**src/sv/u2c_pkg.sv**
```systemverilog
// Shared types, constants and helper functions for the UTF-8 to C literal escaper.
// Used by the top level and by its port checker; depends on nothing else.
package u2c_pkg;

  // Code point limits of the UTF-8 decoder and the text generator.
  localparam logic [20:0] CP_REPLACEMENT = 21'h00FFFD;
  localparam logic [20:0] CP_MAX         = 21'h10FFFF;
  localparam logic [20:0] CP_SURR_LO     = 21'h00D800;
  localparam logic [20:0] CP_SURR_HI     = 21'h00DFFF;
  localparam logic [20:0] CP_MIN_TWO     = 21'h000080;
  localparam logic [20:0] CP_MIN_THREE   = 21'h000800;
  localparam logic [20:0] CP_MIN_FOUR    = 21'h010000;
  localparam logic [20:0] CP_BMP_MAX     = 21'h00FFFF;
  localparam logic [20:0] CP_PRINT_LO    = 21'h000020;
  localparam logic [20:0] CP_PRINT_HI    = 21'h00007E;

  // ASCII characters of the escaped text.
  localparam logic [6:0] CH_BSLASH  = 7'h5C;
  localparam logic [6:0] CH_QUOTE   = 7'h22;
  localparam logic [6:0] CH_LOW_U   = 7'h75;
  localparam logic [6:0] CH_UP_U    = 7'h55;
  localparam logic [6:0] CH_ZERO    = 7'h30;
  localparam logic [6:0] CH_UP_A    = 7'h41;
  localparam logic [6:0] CH_LOW_R   = 7'h72;
  localparam logic [6:0] CH_LOW_T   = 7'h74;
  localparam logic [6:0] CH_LOW_A   = 7'h61;
  localparam logic [6:0] CH_LOW_B   = 7'h62;
  localparam logic [6:0] CH_LOW_F   = 7'h66;
  localparam logic [6:0] CH_LOW_V   = 7'h76;
  localparam logic [6:0] CH_LOW_N   = 7'h6E;
  localparam logic [6:0] CH_PRINT_LO = 7'h20;
  localparam logic [6:0] CH_PRINT_HI = 7'h7E;

  // Work handed from the decoder to the text generator for one input byte.
  typedef struct packed {
    logic [2:0]  nf;      // replacement characters still to emit
    logic        has_cp;  // a decoded code point follows them
    logic [20:0] cp;
    logic        fin;     // byte closed the value
  } cmd_t;

  // Continuation bytes a lead byte announces; zero for ASCII and bad leads.
  function automatic logic [1:0] lead_need(input logic [7:0] b);
    logic [1:0] n;
    n = 2'd0;
    if (b[7:5] == 3'b110) n = 2'd1;
    else if (b[7:4] == 4'b1110) n = 2'd2;
    else if (b[7:3] == 5'b11110) n = 2'd3;
    return n;
  endfunction

  // Returns {hit, letter} for code points with a two-character escape.
  function automatic logic [7:0] esc_letter(input logic [20:0] cp);
    logic [7:0] r;
    r = 8'd0;
    if (cp[20:7] == 14'd0) begin
      unique case (cp[6:0])
        7'h5C:   r = {1'b1, CH_BSLASH};
        7'h22:   r = {1'b1, CH_QUOTE};
        7'h0D:   r = {1'b1, CH_LOW_R};
        7'h09:   r = {1'b1, CH_LOW_T};
        7'h07:   r = {1'b1, CH_LOW_A};
        7'h08:   r = {1'b1, CH_LOW_B};
        7'h0C:   r = {1'b1, CH_LOW_F};
        7'h0B:   r = {1'b1, CH_LOW_V};
        7'h0A:   r = {1'b1, CH_LOW_N};
        default: r = 8'd0;
      endcase
    end
    return r;
  endfunction

  function automatic logic [6:0] hex_char(input logic [3:0] d);
    logic [6:0] c;
    if (d < 4'd10) c = CH_ZERO + {3'd0, d};
    else c = CH_UP_A + {3'd0, d - 4'd10};
    return c;
  endfunction

endpackage

```
**src/sv/utf8_to_c_literal_escaper.sv**
```systemverilog
// UTF-8 to C string-literal escaper: decodes one UTF-8 byte per input word and
// emits the escaped ASCII text one character per output word. A plain printable
// byte sustains one word per cycle while out_ready_i holds, and passes through
// the command register and then the output register. A byte whose text is longer
// holds off the next input word until its last character is generated (a short
// escape is 2 characters, \uXXXX 6, \UXXXXXXXX 10, and up to 24 when pending
// bytes are replaced by U+FFFD), since the command register holds one byte's work.
// Bytes that only extend a pending sequence produce no output.
// Depends on u2c_pkg.
module utf8_to_c_literal_escaper (
  input  logic       clk_i,
  input  logic       rst_ni,
  input  logic       in_valid_i,
  output logic       in_ready_o,
  input  logic [7:0] in_byte_i,
  input  logic       in_final_i,
  output logic       out_valid_o,
  input  logic       out_ready_i,
  output logic [6:0] out_char_o,
  output logic       run_end_o,
  output logic       value_end_o
);
  import u2c_pkg::*;

  // Decoder state
  logic [7:0] lead_q, lead_d;
  logic [1:0] need_q, need_d;
  logic [1:0] held_q, held_d;
  logic [7:0] cont_q [2];
  logic       cont_we;

  // Command register and generator position
  logic       cmd_valid_q, cmd_valid_d;
  cmd_t       cmd_q, cmd_d, dec;
  logic [3:0] pos_q, pos_d;

  // Output register
  logic       out_valid_q;
  logic [6:0] out_char_q;
  logic       run_end_q, value_end_q;

  logic        accept, enq, out_adv, gen, cp_last, cmd_last, cmd_retire;
  logic [20:0] cur_cp, dec_cp;
  logic [7:0]  esc;
  logic [3:0]  len, hex_idx;
  logic [6:0]  ch;
  logic [31:0] cp_pad;
  logic        wide, seq_ok, lead_take;
  logic [2:0]  held_n;

  // Decoder: next state and the command for the accepted byte.
  always_comb begin
    lead_d    = lead_q;
    need_d    = need_q;
    held_d    = held_q;
    cont_we   = 1'b0;
    lead_take = 1'b0;
    seq_ok    = 1'b0;
    dec_cp    = 21'd0;
    held_n    = {1'b0, held_q} + 3'd1;
    dec       = '0;
    dec.fin   = in_final_i;

    unique case (need_q)
      2'd1: dec_cp = {10'd0, lead_q[4:0], in_byte_i[5:0]};
      2'd2: dec_cp = {5'd0, lead_q[3:0], cont_q[0][5:0], in_byte_i[5:0]};
      default: dec_cp = {lead_q[2:0], cont_q[0][5:0], cont_q[1][5:0], in_byte_i[5:0]};
    endcase
    unique case (need_q)
      2'd1: seq_ok = dec_cp >= CP_MIN_TWO;
      2'd2: seq_ok = dec_cp >= CP_MIN_THREE &&
                     !(dec_cp >= CP_SURR_LO && dec_cp <= CP_SURR_HI);
      default: seq_ok = dec_cp >= CP_MIN_FOUR && dec_cp <= CP_MAX;
    endcase

    if (need_q == 2'd0) begin
      lead_take = 1'b1;
    end else if (in_byte_i[7:6] == 2'b10) begin
      cont_we = !held_q[1];
      if (held_n >= {1'b0, need_q}) begin
        if (seq_ok) begin
          dec.has_cp = 1'b1;
          dec.cp     = dec_cp;
        end else begin
          dec.nf = held_n + 3'd1;
        end
        need_d = 2'd0;
        held_d = 2'd0;
        lead_d = 8'd0;
      end else if (in_final_i) begin
        dec.nf = held_n + 3'd1;
        need_d = 2'd0;
        held_d = 2'd0;
        lead_d = 8'd0;
      end else begin
        held_d = held_n[1:0];
      end
    end else begin
      // Broken sequence: lead and held bytes are replaced, new byte is a lead.
      dec.nf    = held_n;
      need_d    = 2'd0;
      held_d    = 2'd0;
      lead_d    = 8'd0;
      lead_take = 1'b1;
    end

    if (lead_take) begin
      if (!in_byte_i[7]) begin
        dec.has_cp = 1'b1;
        dec.cp     = {13'd0, in_byte_i};
      end else if (lead_need(in_byte_i) == 2'd0 || in_final_i) begin
        dec.nf = dec.nf + 3'd1;
      end else begin
        lead_d = in_byte_i;
        need_d = lead_need(in_byte_i);
        held_d = 2'd0;
      end
    end
  end

  // Text generator: character at pos_q of the current code point.
  always_comb begin
    cur_cp  = (cmd_q.nf != 3'd0) ? CP_REPLACEMENT : cmd_q.cp;
    cp_pad  = {11'd0, cur_cp};
    esc     = esc_letter(cur_cp);
    wide    = cur_cp > CP_BMP_MAX;
    hex_idx = wide ? (4'd9 - pos_q) : (4'd5 - pos_q);
    if (esc[7]) begin
      len = 4'd2;
      ch  = (pos_q == 4'd0) ? CH_BSLASH : esc[6:0];
    end else if (cur_cp >= CP_PRINT_LO && cur_cp <= CP_PRINT_HI) begin
      len = 4'd1;
      ch  = cur_cp[6:0];
    end else begin
      len = wide ? 4'd10 : 4'd6;
      if (pos_q == 4'd0) ch = CH_BSLASH;
      else if (pos_q == 4'd1) ch = wide ? CH_UP_U : CH_LOW_U;
      else ch = hex_char(cp_pad[{hex_idx[2:0], 2'b00} +: 4]);
    end
  end

  assign cp_last    = pos_q == (len - 4'd1);
  assign cmd_last   = cp_last &&
                      (cmd_q.nf == 3'd0 || (cmd_q.nf == 3'd1 && !cmd_q.has_cp));
  assign out_adv    = !out_valid_q || out_ready_i;
  assign gen        = cmd_valid_q && out_adv;
  assign cmd_retire = gen && cmd_last;
  assign in_ready_o = !cmd_valid_q || cmd_retire;
  assign accept     = in_valid_i && in_ready_o;
  assign enq        = accept && (dec.nf != 3'd0 || dec.has_cp);

  always_comb begin
    cmd_valid_d = cmd_valid_q;
    cmd_d       = cmd_q;
    pos_d       = pos_q;
    if (!cmd_valid_q || cmd_retire) begin
      cmd_valid_d = enq;
      cmd_d       = dec;
      pos_d       = 4'd0;
    end else if (gen) begin
      if (cp_last) begin
        pos_d    = 4'd0;
        cmd_d.nf = cmd_q.nf - 3'd1;
      end else begin
        pos_d = pos_q + 4'd1;
      end
    end
  end

  always_ff @(posedge clk_i or negedge rst_ni) begin
    if (!rst_ni) begin
      lead_q      <= 8'd0;
      need_q      <= 2'd0;
      held_q      <= 2'd0;
      cmd_valid_q <= 1'b0;
      pos_q       <= 4'd0;
      out_valid_q <= 1'b0;
    end else begin
      if (accept) begin
        lead_q <= lead_d;
        need_q <= need_d;
        held_q <= held_d;
      end
      cmd_valid_q <= cmd_valid_d;
      pos_q       <= pos_d;
      if (out_adv) out_valid_q <= cmd_valid_q;
    end
  end

  // Payload registers carry no reset.
  always_ff @(posedge clk_i) begin
    if (accept && cont_we) cont_q[held_q[0]] <= in_byte_i;
    cmd_q <= cmd_d;
    if (gen) begin
      out_char_q  <= ch;
      run_end_q   <= cmd_last;
      value_end_q <= cmd_last && cmd_q.fin;
    end
  end

  assign out_valid_o = out_valid_q;
  assign out_char_o  = out_char_q;
  assign run_end_o   = run_end_q;
  assign value_end_o = value_end_q;

endmodule

```
**config.mk**
```make
export PLATFORM = sky130hd
export DESIGN_NAME = utf8_to_c_literal_escaper
export DESIGN_NICKNAME = d
export VERILOG_FILES = /design/src/sv/u2c_pkg.sv /design/src/sv/utf8_to_c_literal_escaper.sv
export SDC_FILE = /design/constraint.sdc
export NUM_CORES = 1
export LEC_CHECK = 0
export ABC_AREA = 1
export BUFFER_PORTS_ARGS = -buffer_cell sky130_fd_sc_hd__buf_2
export CAP_MARGIN = 25
export CORE_UTILIZATION = 35
export CTS_CLUSTER_SIZE = 25
export DETAILED_ROUTE_END_ITERATION = 8
export REMOVE_ABC_BUFFERS = 1
export SYNTH_ARGS = -nofsm -noshare
export SYNTH_HDL_FRONTEND = slang
export SYNTH_SLANG_ARGS = --single-unit
```
**constraint.sdc**
```tcl
create_clock -name clk_i -period 6.2 [get_ports clk_i]
set_clock_uncertainty 0.2 [all_clocks]
set_input_delay 0 -clock clk_i [delete_from_list [all_inputs] [get_ports clk_i]]
set_output_delay 0 -clock clk_i [all_outputs]
set_load 0.02 [all_outputs]
```
After elaboration in Yosys (flattened, before gate mapping)
Memory sizes are Yosys's and may differ from the RTL's.
Cells that the tools add are included.
- divide/modulo/power cells: 0
- $lt $le $gt $ge: 11
- reduce and logical (&&, ||, !) cells: 32
- multiplexer cells: 66
- equal/unequal tests: 18
- multipliers: 0
- bitwise gates (word level): 0
- shift-type cells: 1
- add/sub/neg operators: 11
- operators by type and width (kind ; count):
    $mux 22 ; 4
    $pmux 8 s9 ; 1
    $mux 8 ; 8
    $mux 25 ; 2
    $eq 7x4->1 const B ; 6
    $mux 7 ; 6
    $pmux 21 s2 ; 1
    $mux 2 ; 19
    $shiftx 32x6->4 ; 1
    $mux 3 ; 10
    $mux 4 ; 6
    $ge 21x12->1 const B ; 1
    $ge 21x16->1 const B ; 1
    $ge 21x17->1 const B ; 1
    $ge 21x6->1 const B ; 1
    $ge 21x8->1 const B ; 1
    $gt 21x16->1 const B ; 1
    $le 21x16->1 const B ; 1
    $le 21x21->1 const B ; 1
    $le 21x7->1 const B ; 1
    $mux 21 ; 1
    $logic_not 14->1 ; 1
    $logic_and 1x1->1 ; 12
    $add 6x4->7 const A ; 1
    33 further kinds ; 51
- memory bits (read-only): 0
- output and inout bits: 11
- memory bits (writable): 16
- word-level logic and storage cells: 153
- register bits after elaboration: 53
- latch bits: 0
- memories: 1
- input port bits: 13
- memories (name ; words ; bits a word ; read ports ; clocked after memory_dff ; write ports ; RTL line ; source):
    cont_q ; 2 ; 8 ; 2 ; 0 ; 1 ; utf8_to_c_literal_escaper.sv:29 ; logic [7:0] cont_q [2];

Longest topological paths before layout
- word-level depth: 18
- gate-level depth with buffers: 24
- mapped depth without buffers: 23

Least setup slack after synthesis
Ideal clock, no wire load.
- path kind: flip-flop to flip-flop
- start: register need_q[0]
- end: register cmd_q[24] (netlist bit) (data pin)
- setup time: 260 ps
- path buffers: 1
- path slack: 3158 ps
- clock period less this slack: 3042 ps
- arrival time: 2581 ps
- cell stages (with the launch flop): 22
- data required time: 5740 ps
- path through: dfrtp_1 inv_1 ha_1 inv_2 clkbuf_1 nand2_1 nand2_1 nor2_1 nand3b_1 a21oi_1 nand2_1 nand2_1 nand2_1 nand2_1 inv_1 ha_1 nor2_1 inv_1 nand2_1 inv_1 nand2_1 o21ai_0
- RTL lines (element ; RTL line ; source):
    start, declared ; utf8_to_c_literal_escaper.sv:27 ; logic [1:0] need_q, need_d;
    start signal, assigned ; utf8_to_c_literal_escaper.sv:181 ; need_q <= need_d;
    end signal, assigned ; utf8_to_c_literal_escaper.sv:193 ; cmd_q <= cmd_d;
    end, declared ; utf8_to_c_literal_escaper.sv:34 ; cmd_t cmd_q, cmd_d, dec;

Final worst setup path
- start: register cmd_q[23] (netlist bit)
- end: memory cont_q[1][1] (enable)
- word-level cells in the longest chain between the ends: 15
- elaborated cells between the ends (all ways): 34
- those cells by class: add/sub: 1; order compare: 3; eq/ne: 11; mux: 8; reduce/logical: 11
- ends and longest elaborated chain (element ; RTL line ; source):
    $reduce_bool 3->1 ; utf8_to_c_literal_escaper.sv:123 ; cur_cp = (cmd_q.nf != 3'd0) ? CP_REPLACEMENT : cmd_q.cp;
    $mux 21 ; utf8_to_c_literal_escaper.sv:123 ;
    $gt 21x16->1 (tied with other cells) ; utf8_to_c_literal_escaper.sv:126 ; wide = cur_cp > CP_BMP_MAX;
    $mux 4 (tied with other cells) ; utf8_to_c_literal_escaper.sv:135 ; len = wide ? 4'd10 : 4'd6;
    $mux 4 / $mux 8 (equally long branches) ; utf8_to_c_literal_escaper.sv:131, u2c_pkg.sv:56 ;
    $mux 4 ; utf8_to_c_literal_escaper.sv:128 ; if (esc[7]) begin
    $sub 4x1->4 ; utf8_to_c_literal_escaper.sv:142 ; assign cp_last = pos_q == (len - 4'd1);
    $eq 4x4->1 ; utf8_to_c_literal_escaper.sv:142 ;
    $logic_and 1x1->1 * ; utf8_to_c_literal_escaper.sv:143 ; assign cmd_last = cp_last &&
    $logic_and 1x1->1 * ; utf8_to_c_literal_escaper.sv:147 ; assign cmd_retire = gen && cmd_last;
    $logic_or 1x1->1 * ; utf8_to_c_literal_escaper.sv:148 ; assign in_ready_o = !cmd_valid_q || cmd_retire;
    $logic_and 1x1->1 * ; utf8_to_c_literal_escaper.sv:149 ; assign accept = in_valid_i && in_ready_o;
    $logic_and 1x1->1 * ; utf8_to_c_literal_escaper.sv:192 ; if (accept && cont_we) cont_q[held_q[0]] <= in_byte_i;
    $mux 1 * ; utf8_to_c_literal_escaper.sv:192 ;
    $mux 1 (not written as such) * ; utf8_to_c_literal_escaper.sv:192 ;
    end, declared ; utf8_to_c_literal_escaper.sv:29 ;
Mark *: on every way between the ends. The rest lies on a longest branch, timed or not.

==> results <==
- Entering global routing, the biggest net connects 43 pins.
- Sorting the synthesized cells by how often they occur yields sky130_fd_sc_hd__nand2_1 (191), sky130_fd_sc_hd__inv_1 (80), sky130_fd_sc_hd__nor2_1 (72).
- The relative slew slack is 36.9%.
- Synthesis inferred 62 register bits.
- The reg-to-reg startpoint is cmd_q[23]$_DFFE_PP_.
- The die covers 13200 um2.
- The global-route total usage across every layer is 17.8%.
- The overall die width is 115 um.
- The post-synthesis mux area share is 0%.
- Power spread over the standard cell area amounts to 449 nW/um2.
- The post-synthesis xor/xnor area fraction is 0.984%.
- The setup-violating endpoint count in the final report is 0.
- The biggest area consumer among synthesized cells is sky130_fd_sc_hd__edfxtp_1.
- The kind of critical path is flop to flop.
- The first detailed-routing pass took 4 iterations.
- The class of the tightest hold or removal check is primary input to flop.
- The run finished with clean final reports.
- Cells with a size suffix above 1 make up 11.3% of the layout.
- The number of nets in the layout is 681.
- In this run the register-to-register setup slack is 2190 ps.
- The startpoint identified for the worst hold timing path is in_final_i.
- Dividing the final minimum period by the clock period gives 64.6%.
- The number of pins with negative max-slew slack in the final report is 0.
- In this run the core area contains 40 standard-cell rows.
- The met1 usage in global routing is 21.3%.
- The final instance area is 5130 um2.
- The fraction of the mapped netlist area in simple logic gates is 36.4%.
- The H-tree generated during clock tree synthesis spans 3 levels.
- The number of antenna violations at the first check in global routing was 0.
- The post-synthesis cell count is 618.
- The count of cell types in the netlist is 45.
- At the pin with the least slew margin, the transition time is 943 ps.
- The least setup slack across all paths after layout is 2190 ps.
- The number of port buffers is 23.
- CTS placed an instance of sky130_fd_sc_hd__clkbuf_16 at the clock tree root.
- The number of hold-slack violations in the final timing report is 0.
- The first global-routing pass estimated 18.2 mm of wire.
- The number of buffers created by CTS is 9.
- The endpoint of the worst register-to-register path is cont_q[1][1]$_DFFE_PP_.
- The sort of element at the end of the critical path is a flop.
- The maximum operating frequency is 0.250 GHz.
- The synthesized netlist devotes 4.67% of its cell area to adder and majority cells.
- The TritonCTS clock tree is yes.
- During synthesis, Yosys emitted a total of 0 warnings.
- The first routing iteration left 272 violations.
- Detailed placement finished with a half-perimeter wire length of 8.45 mm.
- For this design, the sink count on the clock tree is 62.
- The maximum buffer depth of the clock tree is 2.
- The number of setup buffers added after CTS is 0.
- The via density per instance is 4.83.
- In this run the static leakage power is 2.43 nW.
- The layer flagged by global routing as most heavily used is met2.
- In the final routed layout, each cell accounts on average for 13.1 um.
- Sorting the synthesized cells by area gives the leading types as sky130_fd_sc_hd__edfxtp_1 (32%), sky130_fd_sc_hd__nand2_1 (16%), sky130_fd_sc_hd__dfrtp_1 (8.4%), sky130_fd_sc_hd__nand3_1 (7.0%), sky130_fd_sc_hd__inv_1 (6.7%).
- The synthesized netlist devotes 8.75% of its cell area to compound gates.
- The area added between synthesis and finish is 15.3%.
- The area of the placeable core is 12200 um2.
- The combinational family with the most area after synthesis is simple AND/OR/NAND/NOR gates.
- The number of cells on the worst reg-to-reg path is 16.
- The via count of the first global-routing pass came to 3837.
- The die outline height is 115 um.
- The number of flops mapped to enable cells by yosys is 47.
- In this run the worst path has a maximum fanout of 42.
- At the end of routability-driven placement, the weighted congestion stood at 0.890.
- For this design, the CTS-stage hold fixing added 13 buffers.
- The total congestion overflow is 0.
- The cell area after synthesis is 4450 um2.
- The I/O pin count is 24.
- Setup repair after global routing left no endpoint under its margin.
- In the synthesized netlist the dominant register cell turns out to be sky130_fd_sc_hd__edfxtp_1.
- The later-pin clock latency in the skew report is 330 ps.
- Global routing consumed, on the met3 layer, 3.48% of the routing resources.
- The worst path in the final design needs a cycle of 4010 ps, including I/O delays and setup.
- The reported max-cap violation count is 0.
- The starting utilization of the core area is 36.4%.
- For the worst setup path, the data required time is 5970 ps.
- The worst setup path endpoint is cont_q[1][1]$_DFFE_PP_.
- The worst voltage drop across the vdd grid is 0.000262 V.
- In the post-synthesis netlist, the cell with the most instances is sky130_fd_sc_hd__nand2_1.
- Detailed routing inserted a total of 3988 vias.
- The share of async-settable or async-resettable flops after synthesis is 24.2%.
- For the final routed database, the setup TNS stands at 0 ps.
- The clock transition at the register clock pins on the worst setup and hold paths after CTS is 50 ps.
- Of the synthesized area, sequential elements account for 40.2%.
- The mean post-synth cell area is 7.20 um2.
- Before CTS, the worst setup slack after placement is 2210 ps.
- The worst setup path startpoint is cmd_q[23]$_DFFE_PP_.
- Data on the critical path arrives at its endpoint at 3780 ps.
- Once placement finished, the instance area stood at 4700 um2.
- The area share of the leading cell type in the synthesized netlist is 31.7%.
- The global-route met2 utilization is 32.2%.
- Once the clock tree was built, the resizer swapped 0 gates to a different size.
- The antenna diode count is 0.
- The startpoint class of the critical path is a flop.
- The DRC violations left is 0.
- The layout has 1272 filler cells.
- The final antenna-violating net count is 0.
- After detailed routing, the total wire length is 10.8 mm.
-- layout by cell type (no fill, tap or decap), drive strengths merged, types with 2 or more instances in the layout --
| cell type | instances |
|---|---|
| or2 | 7 |
| nor4 | 3 |
| inv | 88 |
| o21ai | 34 |
| a21oi | 14 |
| dlygate4sd3 | 13 |
| dfrtp | 15 |
| clkbuf | 9 |
| nor2 | 85 |
| xnor2 | 2 |
| clkinv | 5 |
| a31oi | 2 |
| nand4 | 3 |
| o22ai | 4 |
| edfxtp | 47 |
| nand3b | 3 |
| o211ai | 2 |
| ha | 15 |
| o221ai | 2 |
| nand3 | 65 |
| buf | 23 |
| nand2 | 196 |
| xor2 | 3 |
| o21a | 2 |
| nor3 | 4 |
| o21bai | 2 |
-- area by class of cell --
type                            count  area, um2  share of cell area [%]
Multi-Input combinational cell    455       2260                    44.1
Clock buffer                        9        225                    4.39
Tap cell                          168        210                    4.10
Timing Repair Buffer               36        245                    4.78
Clock inverter                      7       72.6                    1.41
Inverter                           88        330                    6.44
Sequential cell                    62       1790                    34.8
-- power by group --
part	total [mW]	internal (mW)	leakage [nW]	switching (mW)
Sequential	0.672	0.581	0.628	0.0911
Combinational	1.13	0.375	1.66	0.759
Clock	0.497	0.311	0.143	0.185
-- critical path, cell delays in order (launching register included) --
cell                       delay, ps
sky130_fd_sc_hd__edfxtp_1        410
sky130_fd_sc_hd__inv_1           110
sky130_fd_sc_hd__ha_1            200
sky130_fd_sc_hd__inv_1            80
sky130_fd_sc_hd__nor2_4          330
sky130_fd_sc_hd__nand2_1         150
sky130_fd_sc_hd__nor2_2          160
sky130_fd_sc_hd__nand2_1          70
sky130_fd_sc_hd__nor2_1          120
sky130_fd_sc_hd__nand4_1         270
sky130_fd_sc_hd__o21ai_0         230
sky130_fd_sc_hd__nand2_1          90
sky130_fd_sc_hd__nor2_2          130
sky130_fd_sc_hd__nand3_2         100
sky130_fd_sc_hd__nand2_4         380
sky130_fd_sc_hd__nand3_1         170
sky130_fd_sc_hd__nor2_1          420
-- cell families (layout without fill, tap and decap cells) --
group | count (synthesis) | count (layout)
AO/OA/AOI/OAI | 68 | 68
AND/OR/NAND/NOR | 366 | 366
flip-flops | 62 | 62
XOR/XNOR | 5 | 5
adder cells (fa/ha/maj) | 16 | 16
buffers and inverters | 101 | 140
-- stage by stage --
| step | total power, mW | std cells | hold WS, ps | util, % |
|---|---|---|---|---|
| 2_1_floorplan | 1.51 | 605 | -496 | - |
| 3_3_place_gp | 1.78 | 796 | -259 | 38.5 |
| 3_5_place_dp | 1.80 | 796 | -257 | 38.5 |
| 4_1_cts | 2.31 | 825 | 190 | 42.0 |
| 5_1_grt | 2.50 | 825 | 210 | 42.0 |
| 6_report | 2.30 | 825 | 200 | 42.0 |
-- layer usage --
layer / part of all wire [%] / wire [um]
met4: 1.7 / 187
met5: 0 / 0
met3: 3.5 / 377
met1: 45 / 4860
met2: 50 / 5420
-- worst min path at each step --
stage          slack, ps                 endpoint  cells past startpoint
5_1_grt              210       cmd_q[0]$_DFFE_PN_                      2
3_5_place_dp        -260    held_q[1]$_DFFE_PN0P_                      1
2_1_floorplan       -500  cmd_valid_q$_DFFE_PN0N_                      0
3_3_place_gp        -260    need_q[1]$_DFFE_PN0P_                      1
4_1_cts              190       cmd_q[0]$_DFFE_PN_                      2
6_report             200       cmd_q[0]$_DFFE_PN_                      2
-- registers in the layout, indices dropped and copies added, names as in the netlist --
name         count
cmd_q           26
cont_q          12
out_char_o       7
lead_q           5
pos_q            4
held_q           2
need_q           2
cmd_valid_q      1
out_valid_o      1
run_end_o        1
value_end_o      1
(Power assumes the default switching activity.)
